File: src/hdl/sbq_pkg.sv
// ----------------------------------------------------------------------------
// sbq_pkg
// Shared types and codes for the semaphore blocked queue table.
// ----------------------------------------------------------------------------
package sbq_pkg;

    typedef enum logic [1:0] {
        CMD_INSERT = 2'd0,
        CMD_REMOVE = 2'd1,
        CMD_OUT    = 2'd2,
        CMD_PEEK   = 2'd3
    } cmd_t;

    typedef enum logic [1:0] {
        ST_OK       = 2'd0,
        ST_NO_FREE  = 2'd1,
        ST_NOT_FOUND = 2'd2
    } status_code_t;

    // datapath micro-operations; idle issues OP_LOAD on start, decide and done issue OP_NONE
    typedef enum logic [3:0] {
        OP_NONE,
        OP_LOAD,
        OP_SCAN,
        OP_RD_TAIL,
        OP_APPEND,
        OP_NEW,
        OP_RD_DESC,
        OP_TAKE_DESC,
        OP_RD_HEAD,
        OP_TAKE_HEAD,
        OP_UL_RD,
        OP_UL_WR,
        OP_FAIL_FREE,
        OP_FAIL_FIND
    } dp_op_t;

    typedef enum logic [3:0] {
        S_IDLE,
        S_DECIDE,
        S_SCAN,
        S_RD_TAIL,
        S_APPEND,
        S_NEW,
        S_RD_DESC,
        S_TAKE_DESC,
        S_RD_HEAD,
        S_TAKE_HEAD,
        S_UL_RD,
        S_UL_WR,
        S_FAIL_FREE,
        S_FAIL_FIND,
        S_DONE
    } state_t;

    typedef struct packed {
        cmd_t cmd;
        logic pid_ok;
        logic blocked;
        logic scan_done;
        logic found;
        logic free_ok;
    } dp_status_t;

endpackage

File: src/hdl/semaphore_blocked_queue_table.sv
// Sequence: insert, remove and peek run the key scan, one descriptor per cycle through the
//   registered key read; out needs no scan and goes straight to its descriptor read.
// Insert or out refused on the pid alone skips the scan and ends with not-found status.
// Throughput: one command at a time; start is taken only while busy is low.
// Reset: rst_n clears the controller and all active/blocked bits; tables need no clearing.
// done pulses for one cycle with status/proc_valid/proc_out; the receiver cannot stall.
// ----------------------------------------------------------------------------
// semaphore_blocked_queue_table
// Active semaphore list: descriptor pool keyed by semaphore, each with a FIFO
// of blocked processes.
// ----------------------------------------------------------------------------
module semaphore_blocked_queue_table #(
    parameter int MAX_PROCS = 32,
    parameter int KEY_BITS  = 32
) (
    input  logic        clk,
    input  logic        rst_n,
    input  logic        start,
    output logic        busy,
    input  logic [1:0]  command,
    input  logic [31:0] sem_key,
    input  logic [4:0]  proc_id,
    output logic        done,
    output logic [1:0]  status,
    output logic        proc_valid,
    output logic [4:0]  proc_out
);
    import sbq_pkg::*;

    // controller <-> datapath
    dp_op_t     op;
    dp_status_t st;

    // Sequencer: decide, scan keys (not for out), then link (insert), unlink (remove/out) or read the head (peek).
    sbq_ctrl u_ctrl (
        .clk  (clk),
        .rst_n(rst_n),
        .start(start),
        .st   (st),
        .op   (op),
        .busy (busy),
        .done (done)
    );

    // Tables: key/head/tail per descriptor, next/prev/desc per process.
    // Queues are doubly linked so an unlink from the middle needs no walk.
    sbq_dp #(.MAX_PROCS(MAX_PROCS), .KEY_BITS(KEY_BITS)) u_dp (
        .clk       (clk),
        .rst_n     (rst_n),
        .op        (op),
        .command   (command),
        .sem_key   (sem_key),
        .proc_id   (proc_id),
        .st        (st),
        .status    (status),
        .proc_valid(proc_valid),
        .proc_out  (proc_out)
    );
endmodule

File: src/hdl/sbq_ram.sv
// ----------------------------------------------------------------------------
// sbq_ram
// Generic single-write, single-read RAM with registered read data.
// ----------------------------------------------------------------------------
module sbq_ram #(
    parameter int WIDTH = 8,
    parameter int DEPTH = 32
) (
    input  logic                     clk,
    input  logic                     we,
    input  logic [$clog2(DEPTH)-1:0] waddr,
    input  logic [WIDTH-1:0]         wdata,
    input  logic [$clog2(DEPTH)-1:0] raddr,
    output logic [WIDTH-1:0]         rdata
);
    logic [WIDTH-1:0] mem [DEPTH];

    always_ff @(posedge clk)
    begin
        if (we)
        begin
            mem[waddr] <= wdata;
        end
        rdata <= mem[raddr];
    end
endmodule

File: src/hdl/sbq_ctrl.sv
// ----------------------------------------------------------------------------
// sbq_ctrl
// Command sequencer: steps the datapath through lookup, link and unlink.
// ----------------------------------------------------------------------------
module sbq_ctrl (
    input  logic                clk,
    input  logic                rst_n,
    input  logic                start,
    input  sbq_pkg::dp_status_t st,
    output sbq_pkg::dp_op_t     op,
    output logic                busy,
    output logic                done
);
    import sbq_pkg::*;

    state_t state_reg, state_next;

    always_ff @(posedge clk or negedge rst_n)
    begin
        if (!rst_n)
        begin
            state_reg <= S_IDLE;
        end
        else
        begin
            state_reg <= state_next;
        end
    end

    always_comb
    begin
        state_next = state_reg;
        case (state_reg)
            S_IDLE:
            begin
                if (start)
                begin
                    state_next = S_DECIDE;
                end
            end
            S_DECIDE:
            begin
                case (st.cmd)
                    CMD_INSERT:
                    begin
                        state_next = (!st.pid_ok || st.blocked) ? S_FAIL_FIND : S_SCAN;
                    end
                    CMD_OUT:
                    begin
                        state_next = (!st.pid_ok || !st.blocked) ? S_FAIL_FIND : S_RD_DESC;
                    end
                    default:
                    begin
                        state_next = S_SCAN;
                    end
                endcase
            end
            S_SCAN:
            begin
                if (st.scan_done)
                begin
                    if (st.cmd == CMD_INSERT)
                    begin
                        if (st.found)
                        begin
                            state_next = S_RD_TAIL;
                        end
                        else if (st.free_ok)
                        begin
                            state_next = S_NEW;
                        end
                        else
                        begin
                            state_next = S_FAIL_FREE;
                        end
                    end
                    else
                    begin
                        state_next = st.found ? S_RD_HEAD : S_FAIL_FIND;
                    end
                end
            end
            S_RD_TAIL:   state_next = S_APPEND;
            S_APPEND:    state_next = S_DONE;
            S_NEW:       state_next = S_DONE;
            S_RD_DESC:   state_next = S_TAKE_DESC;
            S_TAKE_DESC: state_next = S_UL_RD;
            S_RD_HEAD:   state_next = S_TAKE_HEAD;
            S_TAKE_HEAD: state_next = (st.cmd == CMD_PEEK) ? S_DONE : S_UL_RD;
            S_UL_RD:     state_next = S_UL_WR;
            S_UL_WR:     state_next = S_DONE;
            S_FAIL_FREE: state_next = S_DONE;
            S_FAIL_FIND: state_next = S_DONE;
            S_DONE:      state_next = S_IDLE;
            default:     state_next = S_IDLE;
        endcase
    end

    always_comb
    begin
        busy = (state_reg != S_IDLE);
        done = (state_reg == S_DONE);
        case (state_reg)
            S_IDLE:      op = start ? OP_LOAD : OP_NONE;
            S_SCAN:      op = OP_SCAN;
            S_RD_TAIL:   op = OP_RD_TAIL;
            S_APPEND:    op = OP_APPEND;
            S_NEW:       op = OP_NEW;
            S_RD_DESC:   op = OP_RD_DESC;
            S_TAKE_DESC: op = OP_TAKE_DESC;
            S_RD_HEAD:   op = OP_RD_HEAD;
            S_TAKE_HEAD: op = OP_TAKE_HEAD;
            S_UL_RD:     op = OP_UL_RD;
            S_UL_WR:     op = OP_UL_WR;
            S_FAIL_FREE: op = OP_FAIL_FREE;
            S_FAIL_FIND: op = OP_FAIL_FIND;
            default:     op = OP_NONE;
        endcase
    end
endmodule

File: src/hdl/sbq_dp.sv
// ----------------------------------------------------------------------------
// sbq_dp
// Descriptor and process tables, key scan and queue link/unlink datapath.
// ----------------------------------------------------------------------------
module sbq_dp #(
    parameter int MAX_PROCS = 32,
    parameter int KEY_BITS  = 32
) (
    input  logic                clk,
    input  logic                rst_n,
    input  sbq_pkg::dp_op_t     op,
    input  logic [1:0]          command,
    input  logic [31:0]         sem_key,
    input  logic [4:0]          proc_id,
    output sbq_pkg::dp_status_t st,
    output logic [1:0]          status,
    output logic                proc_valid,
    output logic [4:0]          proc_out
);
    import sbq_pkg::*;

    localparam int IW = $clog2(MAX_PROCS);
    localparam int KW = (KEY_BITS < 32) ? KEY_BITS : 32;
    localparam logic [IW:0] SCAN_END = (IW+1)'(MAX_PROCS);

    cmd_t          cmd_reg;
    logic [KW-1:0] key_reg;
    logic [IW-1:0] pid_reg;
    logic          pid_ok_reg;
    logic [IW:0]   sidx_reg;
    logic [IW-1:0] cidx_reg;
    logic          cvalid_reg;
    logic          found_reg;
    logic [IW-1:0] fd_reg;
    logic          free_ok_reg;
    logic [IW-1:0] free_reg;
    logic [IW-1:0] d_reg;
    logic [IW-1:0] p_reg;
    logic [MAX_PROCS-1:0] active_reg;
    logic [MAX_PROCS-1:0] blocked_reg;
    logic [1:0]    status_reg;
    logic          pvalid_reg;
    logic [4:0]    pout_reg;

    logic [KW-1:0] key_rd;
    logic [IW-1:0] head_rd, tail_rd, next_rd, prev_rd, desc_rd;

    logic          key_we, head_we, tail_we, next_we, prev_we, desc_we;
    logic [IW-1:0] head_wa, tail_wa, next_wa, prev_wa, desc_wa;
    logic [IW-1:0] head_wd, tail_wd, next_wd, prev_wd, desc_wd;
    logic [IW-1:0] head_ra, tail_ra;
    logic          hit, is_head, is_tail;

    assign hit     = cvalid_reg && active_reg[cidx_reg] && (key_rd == key_reg);
    assign is_head = (head_rd == p_reg);
    assign is_tail = (tail_rd == p_reg);
    assign head_ra = (op == OP_RD_HEAD) ? fd_reg : d_reg;
    assign tail_ra = (op == OP_RD_TAIL) ? fd_reg : d_reg;

    always_comb
    begin
        key_we  = (op == OP_NEW);
        head_we = 1'b0; head_wa = free_reg; head_wd = pid_reg;
        tail_we = 1'b0; tail_wa = free_reg; tail_wd = pid_reg;
        next_we = 1'b0; next_wa = tail_rd;  next_wd = pid_reg;
        prev_we = 1'b0; prev_wa = pid_reg;  prev_wd = tail_rd;
        desc_we = 1'b0; desc_wa = pid_reg;  desc_wd = free_reg;
        case (op)
            OP_APPEND:
            begin
                next_we = 1'b1;
                prev_we = 1'b1;
                tail_we = 1'b1; tail_wa = fd_reg;
                desc_we = 1'b1; desc_wd = fd_reg;
            end
            OP_NEW:
            begin
                head_we = 1'b1;
                tail_we = 1'b1;
                desc_we = 1'b1;
            end
            OP_UL_WR:
            begin
                if (is_head)
                begin
                    // sole member frees the descriptor; otherwise advance head
                    head_we = !is_tail; head_wa = d_reg; head_wd = next_rd;
                end
                else
                begin
                    next_we = 1'b1; next_wa = prev_rd; next_wd = next_rd;
                    if (is_tail)
                    begin
                        tail_we = 1'b1; tail_wa = d_reg; tail_wd = prev_rd;
                    end
                    else
                    begin
                        prev_we = 1'b1; prev_wa = next_rd; prev_wd = prev_rd;
                    end
                end
            end
            default:
            begin
            end
        endcase
    end

    sbq_ram #(.WIDTH(KW), .DEPTH(MAX_PROCS)) u_key (
        .clk(clk), .we(key_we), .waddr(free_reg), .wdata(key_reg),
        .raddr(sidx_reg[IW-1:0]), .rdata(key_rd));
    sbq_ram #(.WIDTH(IW), .DEPTH(MAX_PROCS)) u_head (
        .clk(clk), .we(head_we), .waddr(head_wa), .wdata(head_wd),
        .raddr(head_ra), .rdata(head_rd));
    sbq_ram #(.WIDTH(IW), .DEPTH(MAX_PROCS)) u_tail (
        .clk(clk), .we(tail_we), .waddr(tail_wa), .wdata(tail_wd),
        .raddr(tail_ra), .rdata(tail_rd));
    sbq_ram #(.WIDTH(IW), .DEPTH(MAX_PROCS)) u_next (
        .clk(clk), .we(next_we), .waddr(next_wa), .wdata(next_wd),
        .raddr(p_reg), .rdata(next_rd));
    sbq_ram #(.WIDTH(IW), .DEPTH(MAX_PROCS)) u_prev (
        .clk(clk), .we(prev_we), .waddr(prev_wa), .wdata(prev_wd),
        .raddr(p_reg), .rdata(prev_rd));
    sbq_ram #(.WIDTH(IW), .DEPTH(MAX_PROCS)) u_desc (
        .clk(clk), .we(desc_we), .waddr(desc_wa), .wdata(desc_wd),
        .raddr(pid_reg), .rdata(desc_rd));

    // control state
    always_ff @(posedge clk or negedge rst_n)
    begin
        if (!rst_n)
        begin
            active_reg  <= '0;
            blocked_reg <= '0;
            sidx_reg    <= '0;
            cvalid_reg  <= 1'b0;
            found_reg   <= 1'b0;
            free_ok_reg <= 1'b0;
        end
        else
        begin
            case (op)
                OP_LOAD:
                begin
                    sidx_reg    <= '0;
                    cvalid_reg  <= 1'b0;
                    found_reg   <= 1'b0;
                    free_ok_reg <= 1'b0;
                end
                OP_SCAN:
                begin
                    cvalid_reg <= (sidx_reg != SCAN_END);
                    if (sidx_reg != SCAN_END)
                    begin
                        sidx_reg <= sidx_reg + 1'b1;
                    end
                    if (hit && !found_reg)
                    begin
                        found_reg <= 1'b1;
                    end
                    if (cvalid_reg && !active_reg[cidx_reg] && !free_ok_reg)
                    begin
                        free_ok_reg <= 1'b1;
                    end
                end
                OP_APPEND:
                begin
                    blocked_reg[pid_reg] <= 1'b1;
                end
                OP_NEW:
                begin
                    active_reg[free_reg] <= 1'b1;
                    blocked_reg[pid_reg] <= 1'b1;
                end
                OP_UL_WR:
                begin
                    blocked_reg[p_reg] <= 1'b0;
                    if (is_head && is_tail)
                    begin
                        active_reg[d_reg] <= 1'b0;
                    end
                end
                default:
                begin
                end
            endcase
        end
    end

    // payload
    always_ff @(posedge clk)
    begin
        case (op)
            OP_LOAD:
            begin
                cmd_reg    <= cmd_t'(command);
                key_reg    <= sem_key[KW-1:0];
                pid_reg    <= IW'(proc_id);
                pid_ok_reg <= (32'(proc_id) < MAX_PROCS);
                status_reg <= ST_OK;
                pvalid_reg <= 1'b0;
                pout_reg   <= '0;
            end
            OP_SCAN:
            begin
                cidx_reg <= sidx_reg[IW-1:0];
                if (hit && !found_reg)
                begin
                    fd_reg <= cidx_reg;
                end
                if (cvalid_reg && !active_reg[cidx_reg] && !free_ok_reg)
                begin
                    free_reg <= cidx_reg;
                end
            end
            OP_TAKE_DESC:
            begin
                d_reg      <= desc_rd;
                p_reg      <= pid_reg;
                pvalid_reg <= 1'b1;
                pout_reg   <= 5'(pid_reg);
            end
            OP_TAKE_HEAD:
            begin
                d_reg      <= fd_reg;
                p_reg      <= head_rd;
                pvalid_reg <= 1'b1;
                pout_reg   <= 5'(head_rd);
            end
            OP_FAIL_FREE: status_reg <= ST_NO_FREE;
            OP_FAIL_FIND: status_reg <= ST_NOT_FOUND;
            default:
            begin
            end
        endcase
    end

    assign st.cmd       = cmd_reg;
    assign st.pid_ok    = pid_ok_reg;
    assign st.blocked   = pid_ok_reg && blocked_reg[pid_reg];
    assign st.scan_done = (sidx_reg == SCAN_END) && !cvalid_reg;
    assign st.found     = found_reg;
    assign st.free_ok   = free_ok_reg;

    assign status     = status_reg;
    assign proc_valid = pvalid_reg;
    assign proc_out   = pout_reg;
endmodule

File: config.mk
export PLATFORM = sky130hd
export DESIGN_NAME = semaphore_blocked_queue_table
export DESIGN_NICKNAME = d
export VERILOG_FILES = /design/src/hdl/sbq_pkg.sv /design/src/hdl/semaphore_blocked_queue_table.sv /design/src/hdl/sbq_ram.sv /design/src/hdl/sbq_ctrl.sv /design/src/hdl/sbq_dp.sv
export SDC_FILE = /design/constraint.sdc
export NUM_CORES = 2
export LEC_CHECK = 0
export BUFFER_PORTS_ARGS = -buffer_cell sky130_fd_sc_hd__buf_2
export CAP_MARGIN = 20
export CORE_MARGIN = 4
export CORE_UTILIZATION = 55
export CTS_CLUSTER_SIZE = 12
export DETAILED_ROUTE_END_ITERATION = 10
export GPL_ROUTABILITY_DRIVEN = 0
export PLACE_DENSITY_LB_ADDON = 0.05
export SLEW_MARGIN = 20
export SYNTH_ARGS = -nofsm -noshare
export SYNTH_HDL_FRONTEND = slang
export SYNTH_SLANG_ARGS = --single-unit
File: constraint.sdc
create_clock -name clk -period 6.4 [get_ports clk]
set_clock_uncertainty 0.15 [all_clocks]
set_input_delay 0.32 -clock clk [delete_from_list [all_inputs] [get_ports clk]]
set_output_delay 0.32 -clock clk [all_outputs]
set_load 0.02 [all_outputs]
==> reports/results.ini <==
[run_status]
status = finished clean

[logic_synthesis]
yosys.area.top_type = edfxtp_1
syn_nets = 3919
syn_inst = 3875
synthSimpleGateAreaFrac = 0.0303
yosysUniqueCellTypes = 74
ys_ff_latch = 2030
synth_xor_xnor_area_share = 0.00518
synth_edf_count = 1896
muxShareOfSynthArea = 0.170
synth_top_family_by_area = multiplexers
async_flop_share = 0.0379
yosysTopAreaCellShare = 0.717
syn-cell-area_um2 = 79500
avgSynthCellArea_um2 = 20.5
synth_compound_area_frac = 0.0269
yosys_warnings = 0
yosys.area_share.adder = 0.000315
synth_area_leaders = edfxtp_1 72%, mux4_2 13%, mux2i_1 2.5%
seq_area_frac_synth = 0.755
synthFlopType = edfxtp_1

[detailed_routing]
ant_nets = 0
initialDrtViolationCount = 4067
via_per_inst = 6.37
wl_mm = 187
route.vias.total = 39200
drtPass1Iterations = 5
wl_per_cell_um = 30.4
drc_errors = 0

[die]
core_um2 = 143000
start_util = 0.554
ios = 52
die_area_um2 = 151000
die_w_um = 388
rows = 139
dieHeight_um = 388

[place]
post-place-ws_ns = 1.96
placed_area_um2 = 82400
dp.final_hpwl_mm = 110
port_buffers = 51

[critical_path]
arrival_ns = 4.75
r2r_cells = 6
end_kind = flop
start_kind = flop
cp.required_ns = 6.68
critPathKind = reg2reg
path_max_fanout = 23

[timing]
final-setup-viol-count = 0
layout_min_cycle_time_ns = 4.47
finalHoldViolCount = 0
fin_tns_setup_ns = 0
setup_slack_ns = 1.93
slew_headroom = 0.211
max_slew.worst_pin.slew_ns = 1.18
rsz0062_at_grt = no
final_max_slew_viol_count = 0
timing.fmax_mhz = 224
fin_crit_sh = 0.698

[clocking]
cts_buffers = 204
worstSkewPairLatency_ns = 0.82
cts_tree = done
cts_resized = 0
ctsRootBufferMaster = clkbuf_16
htreeDepth = 4
clk_pin_slew_ns = 0.06
cts_sinks = 2030
post-cts-setup-buffer-count = 0
cts_buffer_depth = 3
cts_hold_buf = 42

[job]
maxCapViolations = 0

[cells_and_area]
antenna_cells = 0
layout.nets = 4108
largest_reg_flops = 1024
syn_to_final_growth_pct = 12.3
fill_cells = 9884
drive_gt1_frac = 0.249
fin_area_um2 = 89200
regMostFlops = u_dp.u_key.mem

[global_routing]
grt_first_pass_wirelength_mm = 275
antenna_found_initial = 2
grt_pass1_vias = 40300
grt_max_degree = 127
track_usage = 0.249
grt_overflow = 0

[power]
leakage_nw = 28.4
ir_drop_v = 0.000408
powerDensity_nw_per_um2 = 389
p_total_mw = 34.7

[min_path]
hp-class = in2async

-- metal layers --
metal  vias up  wire length, um  GRT usage
li1      16400                -          -
met1     20800            78700      0.373
met2      1670            89600      0.389
met3       246            14800     0.0454
met4         0             3400     0.0564
met5         -                0          0
-- worst max-delay path: stages, from the launching register on --
cell	delay (ns)
edfxtp_1	1.06
xnor2_1	0.22
nand3_2	0.17
nor3_1	0.88
a32oi_1	0.44
a211o_1	0.51
nor3_1	0.65
-- cells in the final DEF (no fill, tap or decap), types with 7 or more instances in the layout --
| cell type | count |
|---|---|
| edfxtp_1 | 1896 |
| mux4_2 | 468 |
| nor2_1 | 215 |
| clkbuf_16 | 213 |
| mux2i_1 | 194 |
| clkbuf_1 | 97 |
| buf_4 | 96 |
| a22oi_1 | 90 |
| mux2_2 | 86 |
| a21oi_1 | 76 |
| dfrtp_1 | 72 |
| nand2_1 | 61 |
| dfxtp_1 | 57 |
| buf_2 | 51 |
| nor3_1 | 45 |
| xor2_1 | 43 |
| dlygate4sd3_1 | 42 |
| nor2_4 | 32 |
| nand3_1 | 30 |
| clkbuf_8 | 29 |
| o22a_1 | 25 |
| a31oi_1 | 23 |
| clkinv_2 | 21 |
| nor4_1 | 20 |
| inv_1 | 19 |
| nand2b_1 | 19 |
| clkinv_1 | 16 |
| and3_1 | 14 |
| nor2b_1 | 14 |
| and2_1 | 11 |
| o21ai_0 | 11 |
| o22ai_1 | 8 |
| a32oi_1 | 7 |
| nand4_1 | 7 |
| o221ai_1 | 7 |
| buf_12 | 7 |
-- power breakdown --
group          internal (mW)  switching, mW
sequential              15.5          0.808
clock                   6.57           4.72
combinational           3.18           3.88
total                   25.3           9.40
-- final cells by class --
| class | instances | area [um2] | share of cell area |
|---|---|---|---|
| clock buffer | 339 | 6090 | 0.0683 |
| clock inverter | 44 | 305 | 0.00342 |
| inverter | 20 | 76.3 | 0.000855 |
| multi-input combinational | 1610 | 18800 | 0.210 |
| sequential | 2030 | 60000 | 0.673 |
| tap | 1903 | 2380 | 0.0267 |
| timing repair buffer | 198 | 1580 | 0.0177 |
-- cells in the mapped netlist, types with 6 or more instances --
library cell / count
o22ai_1: 8
clkbuf_1: 127
xor2_1: 43
a32oi_1: 7
o221ai_1: 7
buf_1: 18
nor2_1: 247
mux2_2: 86
a21oi_1: 76
o21ai_0: 13
nand2_1: 64
nand2b_1: 19
o2111ai_1: 6
mux4_2: 468
inv_1: 20
nor2b_1: 14
and2_1: 11
mux2i_1: 196
dfrtp_1: 77
nor4_1: 21
dfxtp_1: 57
and3_1: 14
a22oi_1: 90
nand3b_1: 6
a31oi_1: 23
o22a_1: 25
nand4_1: 7
buf_2: 63
edfxtp_1: 1896
nand3_1: 30
nor3_1: 46
-- path summary, 6_finish.rpt --
path	start	to	slack (ns)
setup / recovery	u_dp.p_reg[3]	u_dp.u_tail.mem[14][3]	1.93
hold / removal	rst_n	u_dp.blocked_reg[17]	0.03
setup reg to reg	u_dp.p_reg[3]	u_dp.u_tail.mem[14][3]	1.93
hold reg to reg	u_dp.blocked_reg[24]	u_dp.blocked_reg[24]	0.35
max in group asynchronous	rst_n	u_dp.sidx_reg[2]	5.42
min in group clk	sem_key[25]	u_dp.key_reg[25]	0.08
-- per-stage QoR --
stage / std cells / hold slack, ns / util
2_1_floorplan: 3875 / -0.126 / -
3_3_place_gp: 5716 / 0.334 / 0.574
3_5_place_dp: 5719 / 0.340 / 0.574
4_1_cts: 6144 / 0.00318 / 0.622
5_1_grt: 6144 / 0.0401 / 0.622
6_report: 6144 / 0.0262 / 0.622
-- cells by family after synthesis --
kind of cell / after synthesis
AOI/OAI and AO/OA: 301
and+or+nand+nor: 510
DFF: 2030
adders and majority gates: 2
muxes: 750
xor gates and xnor gates: 47
buffers and inverters: 235
(Power assumes the default switching activity.)
